<file path="config.mk">
export PLATFORM = sky130hd
export DESIGN_NAME = drive_pi_speed_controller
export DESIGN_NICKNAME = d
export VERILOG_FILES = /design/src/rtl/pisc_pkg.sv /design/src/rtl/pisc_integ.sv /design/src/rtl/pisc_prod.sv /design/src/rtl/pisc_clamp.sv /design/src/rtl/drive_pi_speed_controller.sv
export SDC_FILE = /design/constraint.sdc
export NUM_CORES = 2
export LEC_CHECK = 0
export BUFFER_PORTS_ARGS = -buffer_cell sky130_fd_sc_hd__buf_4
export CAP_MARGIN = 0
export CORE_MARGIN = 3
export CORE_UTILIZATION = 40
export DETAILED_ROUTE_END_ITERATION = 8
export HOLD_SLACK_MARGIN = 0.08
export PLACE_DENSITY = 0.55
export SYNTH_ARGS = -nofsm -noshare
export SYNTH_HDL_FRONTEND = slang
export SYNTH_SLANG_ARGS = --single-unit
</file>
<file path="constraint.sdc">
create_clock -name clk -period 10.4 [get_ports clk]
set_clock_uncertainty 0.05 [all_clocks]
set_input_delay 0.52 -clock clk [delete_from_list [all_inputs] [get_ports clk]]
set_output_delay 0.52 -clock clk [all_outputs]
set_load 0.03 [all_outputs]
</file>
<file path="src/rtl/pisc_pkg.sv">
// Types, widths and constants shared by the PI speed controller.
package pisc_pkg;

    localparam int COUNT_W            = 10;
    localparam int COUNT_BITS_DEFAULT = 10;
    localparam int GAIN_W             = 16;
    localparam int PULSE_W            = 12;
    localparam int CFG_INDEX_W        = 3;
    localparam int CFG_DATA_W         = 16;
    localparam int INTEG_W            = 32;
    localparam int PROD_W             = INTEG_W + GAIN_W + 1;
    localparam int SUM_W              = PROD_W;
    localparam int FRAC_SHIFT         = 18;
    localparam int QUOT_W             = SUM_W - FRAC_SHIFT;
    localparam int RAW_W              = QUOT_W + 2;

    localparam logic signed [INTEG_W-1:0] INTEG_MAX = {1'b0, {(INTEG_W-1){1'b1}}};
    localparam logic signed [INTEG_W-1:0] INTEG_MIN = {1'b1, {(INTEG_W-1){1'b0}}};
    localparam logic [SUM_W-1:0] ROUND_ADD = SUM_W'((64'd1 << FRAC_SHIFT) - 64'd1);

    localparam logic [PULSE_W-1:0] PENDING_RESET = 12'd1500;

    typedef enum logic [CFG_INDEX_W-1:0] {
        REG_TARGET_COUNT   = 3'd0,
        REG_PROP_GAIN      = 3'd1,
        REG_INTEG_GAIN     = 3'd2,
        REG_FWD_MIN_PULSE  = 3'd3,
        REG_FWD_MAX_PULSE  = 3'd4,
        REG_REV_SLOW_PULSE = 3'd5,
        REG_REV_FAST_PULSE = 3'd6,
        REG_NEUTRAL_PULSE  = 3'd7
    } cfg_reg_e;

    typedef struct packed {
        logic [COUNT_W-1:0] left_count;
        logic [COUNT_W-1:0] right_count;
        logic               reverse_mode;
        logic               stop_request;
        logic               clear_integral;
        logic               enabled;
    } tick_t;

    typedef struct packed {
        logic [PULSE_W-1:0] applied_pulse;
        logic [PULSE_W-1:0] next_pulse;
        logic               clamped;
    } pulse_t;

    typedef struct packed {
        logic [GAIN_W-1:0]  target_count;
        logic [GAIN_W-1:0]  prop_gain;
        logic [GAIN_W-1:0]  integ_gain;
        logic [PULSE_W-1:0] fwd_min_pulse;
        logic [PULSE_W-1:0] fwd_max_pulse;
        logic [PULSE_W-1:0] rev_slow_pulse;
        logic [PULSE_W-1:0] rev_fast_pulse;
        logic [PULSE_W-1:0] neutral_pulse;
    } cfg_t;

    typedef struct packed {
        logic reverse_mode;
        logic stop_request;
        logic enabled;
    } ctrl_t;

    localparam cfg_t CFG_RESET = '{
        target_count:   16'd784,
        prop_gain:      16'd1280,
        integ_gain:     16'd64,
        fwd_min_pulse:  12'd1555,
        fwd_max_pulse:  12'd1590,
        rev_slow_pulse: 12'd1430,
        rev_fast_pulse: 12'd1390,
        neutral_pulse:  12'd1500
    };

endpackage

</file>
<file path="src/rtl/pisc_integ.sv">
// Speed error and saturating error integral stage.
module pisc_integ #(
    parameter int USED_BITS = 10,
    parameter int ERR_W     = 19
) (
    input  logic                                  clk,
    input  logic                                  rst_n,
    input  logic                                  load,
    input  pisc_pkg::tick_t                       tick,
    input  pisc_pkg::cfg_t                        cfg,
    output logic signed [ERR_W-1:0]               err,
    output logic signed [pisc_pkg::INTEG_W-1:0]   integral,
    output pisc_pkg::ctrl_t                       ctrl
);
    import pisc_pkg::*;

    logic [USED_BITS:0]          count_sum;
    logic signed [ERR_W-1:0]     err_next;
    logic signed [INTEG_W-1:0]   integ_base;
    logic signed [INTEG_W:0]     acc_wide;
    logic signed [INTEG_W-1:0]   integ_next;
    logic signed [ERR_W-1:0]     err_reg;
    logic signed [INTEG_W-1:0]   integ_reg;
    ctrl_t                       ctrl_reg;

    always_comb
    begin
        count_sum  = {1'b0, tick.left_count[USED_BITS-1:0]}
                   + {1'b0, tick.right_count[USED_BITS-1:0]};
        err_next   = $signed(ERR_W'({1'b0, cfg.target_count}))
                   - $signed(ERR_W'({count_sum, 7'b0}));
        integ_base = tick.clear_integral ? '0 : integ_reg;
        acc_wide   = {integ_base[INTEG_W-1], integ_base}
                   + {{(INTEG_W+1-ERR_W){err_next[ERR_W-1]}}, err_next};
        if (acc_wide[INTEG_W] != acc_wide[INTEG_W-1])
        begin
            integ_next = acc_wide[INTEG_W] ? INTEG_MIN : INTEG_MAX;
        end
        else
        begin
            integ_next = acc_wide[INTEG_W-1:0];
        end
    end

    always_ff @(posedge clk or negedge rst_n)
    begin
        if (!rst_n)
        begin
            integ_reg <= '0;
        end
        else if (load && tick.enabled)
        begin
            integ_reg <= integ_next;
        end
    end

    always_ff @(posedge clk)
    begin
        if (load)
        begin
            err_reg  <= err_next;
            ctrl_reg <= '{reverse_mode: tick.reverse_mode,
                          stop_request: tick.stop_request,
                          enabled:      tick.enabled};
        end
    end

    assign err      = err_reg;
    assign integral = integ_reg;
    assign ctrl     = ctrl_reg;

endmodule

</file>
<file path="src/rtl/pisc_prod.sv">
// Gain products, PI sum and truncating scale-down stages.
module pisc_prod #(
    parameter int ERR_W = 19
) (
    input  logic                                 clk,
    input  logic                                 load_mul,
    input  logic                                 load_quot,
    input  logic signed [ERR_W-1:0]              err,
    input  logic signed [pisc_pkg::INTEG_W-1:0]  integral,
    input  pisc_pkg::ctrl_t                      ctrl_in,
    input  pisc_pkg::cfg_t                       cfg,
    output logic signed [pisc_pkg::QUOT_W-1:0]   quot,
    output pisc_pkg::ctrl_t                      ctrl_out
);
    import pisc_pkg::*;

    localparam int PROP_W = ERR_W + GAIN_W + 1;

    logic signed [PROP_W-1:0]  prop_prod_reg;
    logic signed [PROD_W-1:0]  integ_prod_reg;
    ctrl_t                     ctrl_mul_reg;
    logic signed [SUM_W-1:0]   sum;
    logic signed [SUM_W-1:0]   rounded;
    logic signed [QUOT_W-1:0]  quot_reg;
    ctrl_t                     ctrl_quot_reg;

    always_ff @(posedge clk)
    begin
        if (load_mul)
        begin
            prop_prod_reg  <= err * $signed({1'b0, cfg.prop_gain});
            integ_prod_reg <= integral * $signed({1'b0, cfg.integ_gain});
            ctrl_mul_reg   <= ctrl_in;
        end
    end

    // Division by two to the eighteenth, truncated towards zero.
    always_comb
    begin
        sum     = {{(SUM_W-PROP_W-2){prop_prod_reg[PROP_W-1]}}, prop_prod_reg, 2'b00}
                + integ_prod_reg;
        rounded = sum + (sum[SUM_W-1] ? ROUND_ADD : '0);
    end

    always_ff @(posedge clk)
    begin
        if (load_quot)
        begin
            quot_reg      <= rounded[SUM_W-1:FRAC_SHIFT];
            ctrl_quot_reg <= ctrl_mul_reg;
        end
    end

    assign quot     = quot_reg;
    assign ctrl_out = ctrl_quot_reg;

endmodule

</file>
<file path="src/rtl/pisc_clamp.sv">
// Pulse formation, range clamp, pending pulse and result register.
module pisc_clamp (
    input  logic                                clk,
    input  logic                                rst_n,
    input  logic                                load,
    input  logic signed [pisc_pkg::QUOT_W-1:0]  quot,
    input  pisc_pkg::ctrl_t                     ctrl,
    input  pisc_pkg::cfg_t                      cfg,
    output pisc_pkg::pulse_t                    result
);
    import pisc_pkg::*;

    logic [PULSE_W-1:0]        base;
    logic [PULSE_W-1:0]        hi;
    logic [PULSE_W-1:0]        lo;
    logic signed [RAW_W-1:0]   quot_ext;
    logic signed [RAW_W-1:0]   base_ext;
    logic signed [RAW_W-1:0]   hi_ext;
    logic signed [RAW_W-1:0]   lo_ext;
    logic signed [RAW_W-1:0]   raw;
    logic                      over;
    logic                      under;
    logic [PULSE_W-1:0]        pulse_next;
    logic                      clamp_next;
    logic [PULSE_W-1:0]        pending_reg;
    pulse_t                    result_reg;

    always_comb
    begin
        base     = ctrl.reverse_mode ? cfg.rev_slow_pulse : cfg.fwd_min_pulse;
        hi       = ctrl.reverse_mode ? cfg.rev_slow_pulse : cfg.fwd_max_pulse;
        lo       = ctrl.reverse_mode ? cfg.rev_fast_pulse : cfg.fwd_min_pulse;
        quot_ext = {{(RAW_W-QUOT_W){quot[QUOT_W-1]}}, quot};
        base_ext = {{(RAW_W-PULSE_W){1'b0}}, base};
        hi_ext   = {{(RAW_W-PULSE_W){1'b0}}, hi};
        lo_ext   = {{(RAW_W-PULSE_W){1'b0}}, lo};
        raw      = ctrl.reverse_mode ? base_ext - quot_ext : base_ext + quot_ext;
        over     = raw > hi_ext;
        under    = raw < lo_ext;
        if (ctrl.stop_request)
        begin
            pulse_next = cfg.neutral_pulse;
            clamp_next = 1'b0;
        end
        else
        begin
            // The upper bound wins when the limits are inverted.
            pulse_next = over ? hi : (under ? lo : raw[PULSE_W-1:0]);
            clamp_next = over || under;
        end
    end

    always_ff @(posedge clk or negedge rst_n)
    begin
        if (!rst_n)
        begin
            pending_reg <= PENDING_RESET;
        end
        else if (load && ctrl.enabled)
        begin
            pending_reg <= pulse_next;
        end
    end

    always_ff @(posedge clk)
    begin
        if (load)
        begin
            result_reg.applied_pulse <= pending_reg;
            result_reg.next_pulse    <= ctrl.enabled ? pulse_next : pending_reg;
            result_reg.clamped       <= ctrl.enabled && clamp_next;
        end
    end

    assign result = result_reg;

endmodule

</file>
<file path="src/rtl/drive_pi_speed_controller.sv">
// Top level of the drive-wheel PI speed controller with output clamp.
//
// Each beat on the tick channel carries the two encoder counts of one control
// tick and the mode flags; each beat on the pulse channel carries the pulse
// width applied on this tick, the width computed for the next tick and the
// clamp flag. Every accepted tick gives exactly one pulse beat, in order.
// The work runs through five register stages: input, error and integral,
// gain products, scaled PI sum, and clamp with result register. A result is
// shown after its tick passes the error, product, sum and result registers;
// one tick can be accepted in every cycle while tick_stall is low; the integral
// loop closes within the error stage. When pulse_stall is held, the result
// register keeps its beat and the earlier stages go on filling; tick_stall
// rises only when all five stages hold a beat. The configuration channel is
// always ready and a write takes effect on the following cycle; the user must
// write it only while the block is idle, which the block does not enforce.
// Reset loads the register defaults, clears the integral, sets the pending pulse to 1500 and empties the pipeline.
module drive_pi_speed_controller #(
    parameter int COUNT_BITS = pisc_pkg::COUNT_BITS_DEFAULT
) (
    input  logic                                clk,
    input  logic                                rst_n,
    input  logic                                tick_valid,
    output logic                                tick_stall,
    input  pisc_pkg::tick_t                     tick,
    output logic                                pulse_valid,
    input  logic                                pulse_stall,
    output pisc_pkg::pulse_t                    pulse,
    input  logic                                cfg_valid,
    output logic                                cfg_ready,
    input  logic [pisc_pkg::CFG_INDEX_W-1:0]    cfg_index,
    input  logic [pisc_pkg::CFG_DATA_W-1:0]     cfg_data
);
    import pisc_pkg::*;

    localparam int USED_BITS  = (COUNT_BITS < COUNT_W) ? COUNT_BITS : COUNT_W;
    localparam int ERR_W      = (USED_BITS + 9 > 17) ? USED_BITS + 9 : 17;
    localparam int NUM_STAGES = 5;

    logic [NUM_STAGES-1:0]     valid_reg;
    logic [NUM_STAGES-1:0]     valid_next;
    logic [NUM_STAGES-1:0]     ready;
    logic [NUM_STAGES-1:0]     load;
    tick_t                     tick_reg;
    cfg_t                      cfg_reg;
    logic signed [ERR_W-1:0]   err;
    logic signed [INTEG_W-1:0] integral;
    ctrl_t                     ctrl_integ;
    logic signed [QUOT_W-1:0]  quot;
    ctrl_t                     ctrl_quot;

    // A stage takes a new beat when it is empty or its beat moves on.
    always_comb
    begin
        ready[NUM_STAGES-1] = !valid_reg[NUM_STAGES-1] || !pulse_stall;
        for (int k = NUM_STAGES - 2; k >= 0; k--)
        begin
            ready[k] = !valid_reg[k] || ready[k+1];
        end
        load[0]       = tick_valid && ready[0];
        valid_next[0] = ready[0] ? tick_valid : valid_reg[0];
        for (int k = 1; k < NUM_STAGES; k++)
        begin
            load[k]       = valid_reg[k-1] && ready[k];
            valid_next[k] = ready[k] ? valid_reg[k-1] : valid_reg[k];
        end
    end

    always_ff @(posedge clk or negedge rst_n)
    begin
        if (!rst_n)
        begin
            valid_reg <= '0;
            cfg_reg   <= CFG_RESET;
        end
        else
        begin
            valid_reg <= valid_next;
            if (cfg_valid)
            begin
                case (cfg_reg_e'(cfg_index))
                    REG_TARGET_COUNT:   cfg_reg.target_count   <= cfg_data;
                    REG_PROP_GAIN:      cfg_reg.prop_gain      <= cfg_data;
                    REG_INTEG_GAIN:     cfg_reg.integ_gain     <= cfg_data;
                    REG_FWD_MIN_PULSE:  cfg_reg.fwd_min_pulse  <= cfg_data[PULSE_W-1:0];
                    REG_FWD_MAX_PULSE:  cfg_reg.fwd_max_pulse  <= cfg_data[PULSE_W-1:0];
                    REG_REV_SLOW_PULSE: cfg_reg.rev_slow_pulse <= cfg_data[PULSE_W-1:0];
                    REG_REV_FAST_PULSE: cfg_reg.rev_fast_pulse <= cfg_data[PULSE_W-1:0];
                    REG_NEUTRAL_PULSE:  cfg_reg.neutral_pulse  <= cfg_data[PULSE_W-1:0];
                    default:            cfg_reg                <= cfg_reg;
                endcase
            end
        end
    end

    always_ff @(posedge clk)
    begin
        if (load[0])
        begin
            tick_reg <= tick;
        end
    end

    pisc_integ #(
        .USED_BITS (USED_BITS),
        .ERR_W     (ERR_W)
    ) u_integ (
        .clk      (clk),
        .rst_n    (rst_n),
        .load     (load[1]),
        .tick     (tick_reg),
        .cfg      (cfg_reg),
        .err      (err),
        .integral (integral),
        .ctrl     (ctrl_integ)
    );

    pisc_prod #(
        .ERR_W (ERR_W)
    ) u_prod (
        .clk       (clk),
        .load_mul  (load[2]),
        .load_quot (load[3]),
        .err       (err),
        .integral  (integral),
        .ctrl_in   (ctrl_integ),
        .cfg       (cfg_reg),
        .quot      (quot),
        .ctrl_out  (ctrl_quot)
    );

    pisc_clamp u_clamp (
        .clk    (clk),
        .rst_n  (rst_n),
        .load   (load[4]),
        .quot   (quot),
        .ctrl   (ctrl_quot),
        .cfg    (cfg_reg),
        .result (pulse)
    );

    assign tick_stall  = !ready[0];
    assign pulse_valid = valid_reg[NUM_STAGES-1];
    assign cfg_ready   = 1'b1;

endmodule

</file>
== Yosys cells after proc, flatten, opt, wreduce, memory -nomap -nowiden ==
Index checks and enable logic that the tools add are counted.
Widths: inputs -> output; s select.
Word-level totals
  register bits after elaboration: 350
  output and inout bits: 28
Cells by class
  $mul: 2
  mux-type cells: 13
  $add $sub $neg: 7
  order comparisons: 2
  reductions and logical operators: 30
  equality and inequality tests: 8
Operators by type and width (number)
  $add 49x49->49: 2
  $mux 32: 3
  $mux 12: 7
  $mul 32x17->49: 1
  $mul 19x17->36: 1
  $add 32x19->33: 1
  $gt 33x13->1: 1
  $lt 33x13->1: 1
  $mux 33: 1
  $add 13x31->32: 1
  $sub 13x31->32: 1
  $sub 16x18->19: 1
  $mux 18: 1
  $reduce_and 2->1: 8
  $eq 3x3->1 const B: 4
  $add 10x10->11: 1
  $logic_and 1x1->1: 8
  $logic_not 1->1: 7
  $eq 3x2->1 const B: 2
  $logic_or 1x1->1: 6
  $eq 3x1->1 const B: 1
  $logic_not 3->1: 1
  $mux 1: 1
  $ne 1x1->1: 1

== Logic depth before layout (Yosys ltp) ==
  depth after elaboration: 8
  mapped depth: 31
  mapped depth without buffers: 30

== Hierarchy ==
Synthesis repeated with hierarchy kept, for this count alone.
Second synthesis, totals
  cells, all modules: 5494
  area, all modules: 51983.6 um2
By module, submodules not included
  pisc_prod: seq. area each 3663.5 um2, cells an instance 4044, area an instance 37063.0 um2, times used 1
  drive_pi_speed_controller: seq. area each 3594.7 um2, cells an instance 280, area an instance 5102.4 um2, times used 1
  pisc_clamp: seq. area each 1059.8 um2, cells an instance 618, area an instance 4996.0 um2, times used 1
  pisc_integ: seq. area each 1461.4 um2, cells an instance 552, area an instance 4822.1 um2, times used 1

== Worst setup path before layout ==
Ideal clock, no wire load.
  kind: reg-to-reg
  start point: register cfg_reg[84] (netlist bit)
  end point: register u_prod.prop_prod_reg[33] (data pin)
  data required time: 10088 ps
  setup slack: 3440 ps
  arrival time: 6647 ps
  buffers on the path: 1
  stages on the path, launching flop included: 27
  path through: dfstp_2 > clkbuf_1 > nand2_1 > fa_1 > inv_1 > fa_1 > inv_1 > fa_1 > inv_1 > fa_1 > fa_1 > inv_1 > fa_1 > inv_1 > ha_1 > a21o_1 > a21oi_1 > o21bai_1 > a21o_1 > a31oi_1 > o21ai_0 > a2111oi_0 > o31ai_1 > or4_1 > a31oi_1 > o21bai_1 > xor2_1
On the way
  cells in the longest elaborated chain, start to end: 1
Ends and longest elaborated chain
  start: declaration: RTL line drive_pi_speed_controller.sv:44  | cfg_t cfg_reg;
  start signal: assignment: RTL line drive_pi_speed_controller.sv:89  | default: cfg_reg <= cfg_reg;
  $mul 19x17->36: RTL line pisc_prod.sv:31  | prop_prod_reg <= err * $signed({1'b0, cfg.prop_gain});
  end signal: assignment: RTL line pisc_prod.sv:31
  end: declaration: RTL line pisc_prod.sv:19  | logic signed [PROP_W-1:0] prop_prod_reg;
No other way between the ends.
A chain may end at the register's enable or synchronous reset.

== Final worst setup path ==
  start point: register cfg_reg[87] (netlist bit)
  end point: register u_prod.prop_prod_reg[33] (data pin)
Same word-level chain as after synthesis.

==> run summary <==
Syn Nets -> 6631
Critical path's top delay family -> adder cells
WP data arrival -> 8.22 ns
Most common cell after layout, fill and taps aside -> inv_1
Post-DP Area -> 53400 um2
Placed cells -> 6959
Endpoints failing hold -> 0
CTS tree -> yes
Die ar. -> 133000 um2
Largest net degree at the start of global routing -> 70
Iteration-0 DRC Markers -> 2174
Final wirelength -> 136000 um
Setup TNS -> 0 ns
Overflow after GRT -> 0
Total GRT Usage -> 0.210
Clock Path Buffers -> 3
CTS clk-pin slew, worst paths -> 0.06 ns
Register area share after synthesis -> 0.191
Post-route ant nets -> 0
Post-CTS setup-driven buffer insertion count -> 0
Layout Nets -> 6587
Core Area -> 127000 um2
Share of cells above drive strength 1 -> 0.0736
Flops & latches, synth -> 350
Post-synth ARST share -> 0.449
R2R setup slack -> 2.50 ns
DR vias -> 36700
Achievable frequency -> 127 MHz
Most frequent cells in the layout -> inv_1 (1025), fa_1 (801), nand2_1 (620)
Final Max Slew Viols -> 0
Finished Cell Area -> 55200 um2
Gate Count Post-Synth -> 5426
First-pass GRT wire length -> 219000 um
Yosys warns -> 0
Synth top area cells -> fa_1 (31%), edfxtp_1 (11%), ha_1 (8.7%)
Final setup violation count -> 0
Crit-path cells -> and2_1, fa_1, inv_1, fa_1, inv_1, fa_1, fa_1, fa_1, inv_1, fa_1, inv_1, ha_1, a21o_1, a21oi_1, o21bai_1, a21o_1, a31oi_1, o21ai_0, a2111oi_0, o31ai_1, or4_1, a31oi_1, o21bai_1, xor2_1
Drt first pass iters -> 6
Launch point of the worst path -> cfg_reg[87]$_DFFE_PN0P_
Buf+Inv Stages, Crit Path -> 4
CP Capture Type -> flip-flop
# IOs -> 76
Non-Filler Instances -> 7069
Commonest register cell after synthesis -> edfxtp_1
Max H-tree Level -> 2
Tmin final -> 7.90 ns
HP Start -> cfg_data[14]
Clock Tree Root -> clkbuf_16
Vias per cell -> 5.19
Crit Path Category -> flip-flop to flip-flop
CP max FO -> 20
Die H -> 364 um
CTS Sinks -> 350
Row count -> 130
DIE WIDTH -> 364 um
Initial Utilization -> 0.405
Top cell by count, worst path -> fa_1
EDFF count, synth -> 193
Synthesized area -> 51300 um2
Unique masters post-synth -> 91
Critical Path Source Type -> flip-flop
Slew of the pin with the lowest slew margin -> 1.18 ns
Largest register FFs -> 108
Hold crit path type -> input pin to flip-flop
Final worst path period share -> 0.760
Routed len/inst -> 19.3 um
Max Cap Viol -> 0
# port buffers -> 74
Area occupied by multi-input gates -> 36900 um2
TritonCTS Buffers -> 44
Post-synth top area cell -> fa_1
CP peak stage delay -> 0.77 ns
GPL Wtd Cong -> 0.886
Status -> finished clean
Skew-Pair Late Insertion Delay -> 0.63 ns
Register Area -> 9780 um2
Fill cells -> 12300
Required @ worst endpoint -> 10.72 ns
DRC viols -> 0
Worst relative slew slack -> 0.212
RSZ-0062 raised after global routing -> false
Number of global-route vias before repair -> 38300
Initial antenna violation count -> 4
Average footprint of a synthesized cell -> 9.46 um2
Synth top area share -> 0.313
Layout area overhead -> 7.52%
Reg-to-reg critical path startpoint -> cfg_reg[87]$_DFFE_PN0P_
HPWL Detailed -> 107000 um
Slowest CP cell -> a2111oi_0
final cells by class:
type | instances | share of cell area
Antenna cell | 1 | 0.0000454
Clock buffer | 55 | 0.0218
Clock inverter | 27 | 0.00576
Inverter | 1026 | 0.0698
Multi-Input combinational cell | 3823 | 0.668
Sequential cell | 350 | 0.177
Tap cell | 1650 | 0.0374
Timing Repair Buffer | 137 | 0.0199
kinds of logic (layout without fill, tap and decap cells):
logic type               count (synthesis)  in the layout  share of synthesized area
multiplexers                           145            145                     0.0313
other                                    1              2                  0.0000731
buffers and inverters                 1253           1245                     0.0920
flip-flops                             350            350                      0.191
AO/OA/AOI/OAI                          721            721                     0.0915
adder cells (fa/ha/maj)               1183           1183                      0.404
AND/OR/NAND/NOR                       1542           1542                      0.151
XOR/XNOR                               231            231                     0.0396
worst paths after layout:
| path | endpoint | depth (start not counted) |
|---|---|---|
| max in group asynchronous | cfg_reg[43]$_DFFE_PN0P_ | 3 |
| min in group asynchronous | cfg_reg[90]$_DFFE_PN0P_ | 2 |
| worst max register to register | u_prod.prop_prod_reg[33]$_DFFE_PP_ | 24 |
| worst max-delay path | u_prod.prop_prod_reg[33]$_DFFE_PP_ | 24 |
| worst min-delay path | cfg_reg[90]$_DFFE_PN0P_ | 2 |
| worst min register to register | u_prod.ctrl_out[2]$_DFFE_PP_ | 0 |
worst reg2reg max path, stage by stage, from the launching register on:
cell	delay [ns]
dfrtp_1	0.65
and2_1	0.33
fa_1	0.53
inv_1	0.05
fa_1	0.53
inv_1	0.06
fa_1	0.53
fa_1	0.44
fa_1	0.49
inv_1	0.05
fa_1	0.47
inv_1	0.04
ha_1	0.33
a21o_1	0.18
a21oi_1	0.15
o21bai_1	0.08
a21o_1	0.19
a31oi_1	0.33
o21ai_0	0.19
a2111oi_0	0.77
o31ai_1	0.30
or4_1	0.49
a31oi_1	0.18
o21bai_1	0.09
xor2_1	0.14
what timing repair did:
item                      in CTS  in global routing
resized for setup              0                  0
hold buffers                  27                  0
hold endpoints to repair      56                  0
per-layer routing:
layer / vias to the layer above / GRT usage / part of all wire
met5: - / 0 / 0
met4: 0 / 0.0442 / 0.019
met3: 136 / 0.0276 / 0.048
met2: 828 / 0.356 / 0.48
met1: 18600 / 0.288 / 0.45
li1: 17200 / - / -
stage by stage:
stage               setup slack, ns   util  hold slack, ns
floorplan                      3.44      -           0.174
global placement               2.64  0.422           0.354
detailed placement             2.66  0.422           0.357
CTS                            2.62  0.436           0.127
global route                   2.10  0.436           0.128
finish                         2.50  0.436           0.168
synthesized netlist by cell type, drive strengths merged, types with 44 or more instances:
cell / number
inv: 1026
nor2: 161
dfstp: 44
o21ai: 157
nor2b: 64
fa: 801
dfrtp: 113
nand3: 74
xnor2: 143
edfxtp: 193
mux2: 115
and2: 380
clkbuf: 211
a21oi: 200
a21o: 104
xor2: 88
nor3: 54
ha: 356
nand2: 621
Power is not shown: default switching activity piles up to over one toggle a cycle in this logic, so the estimate is an artifact.
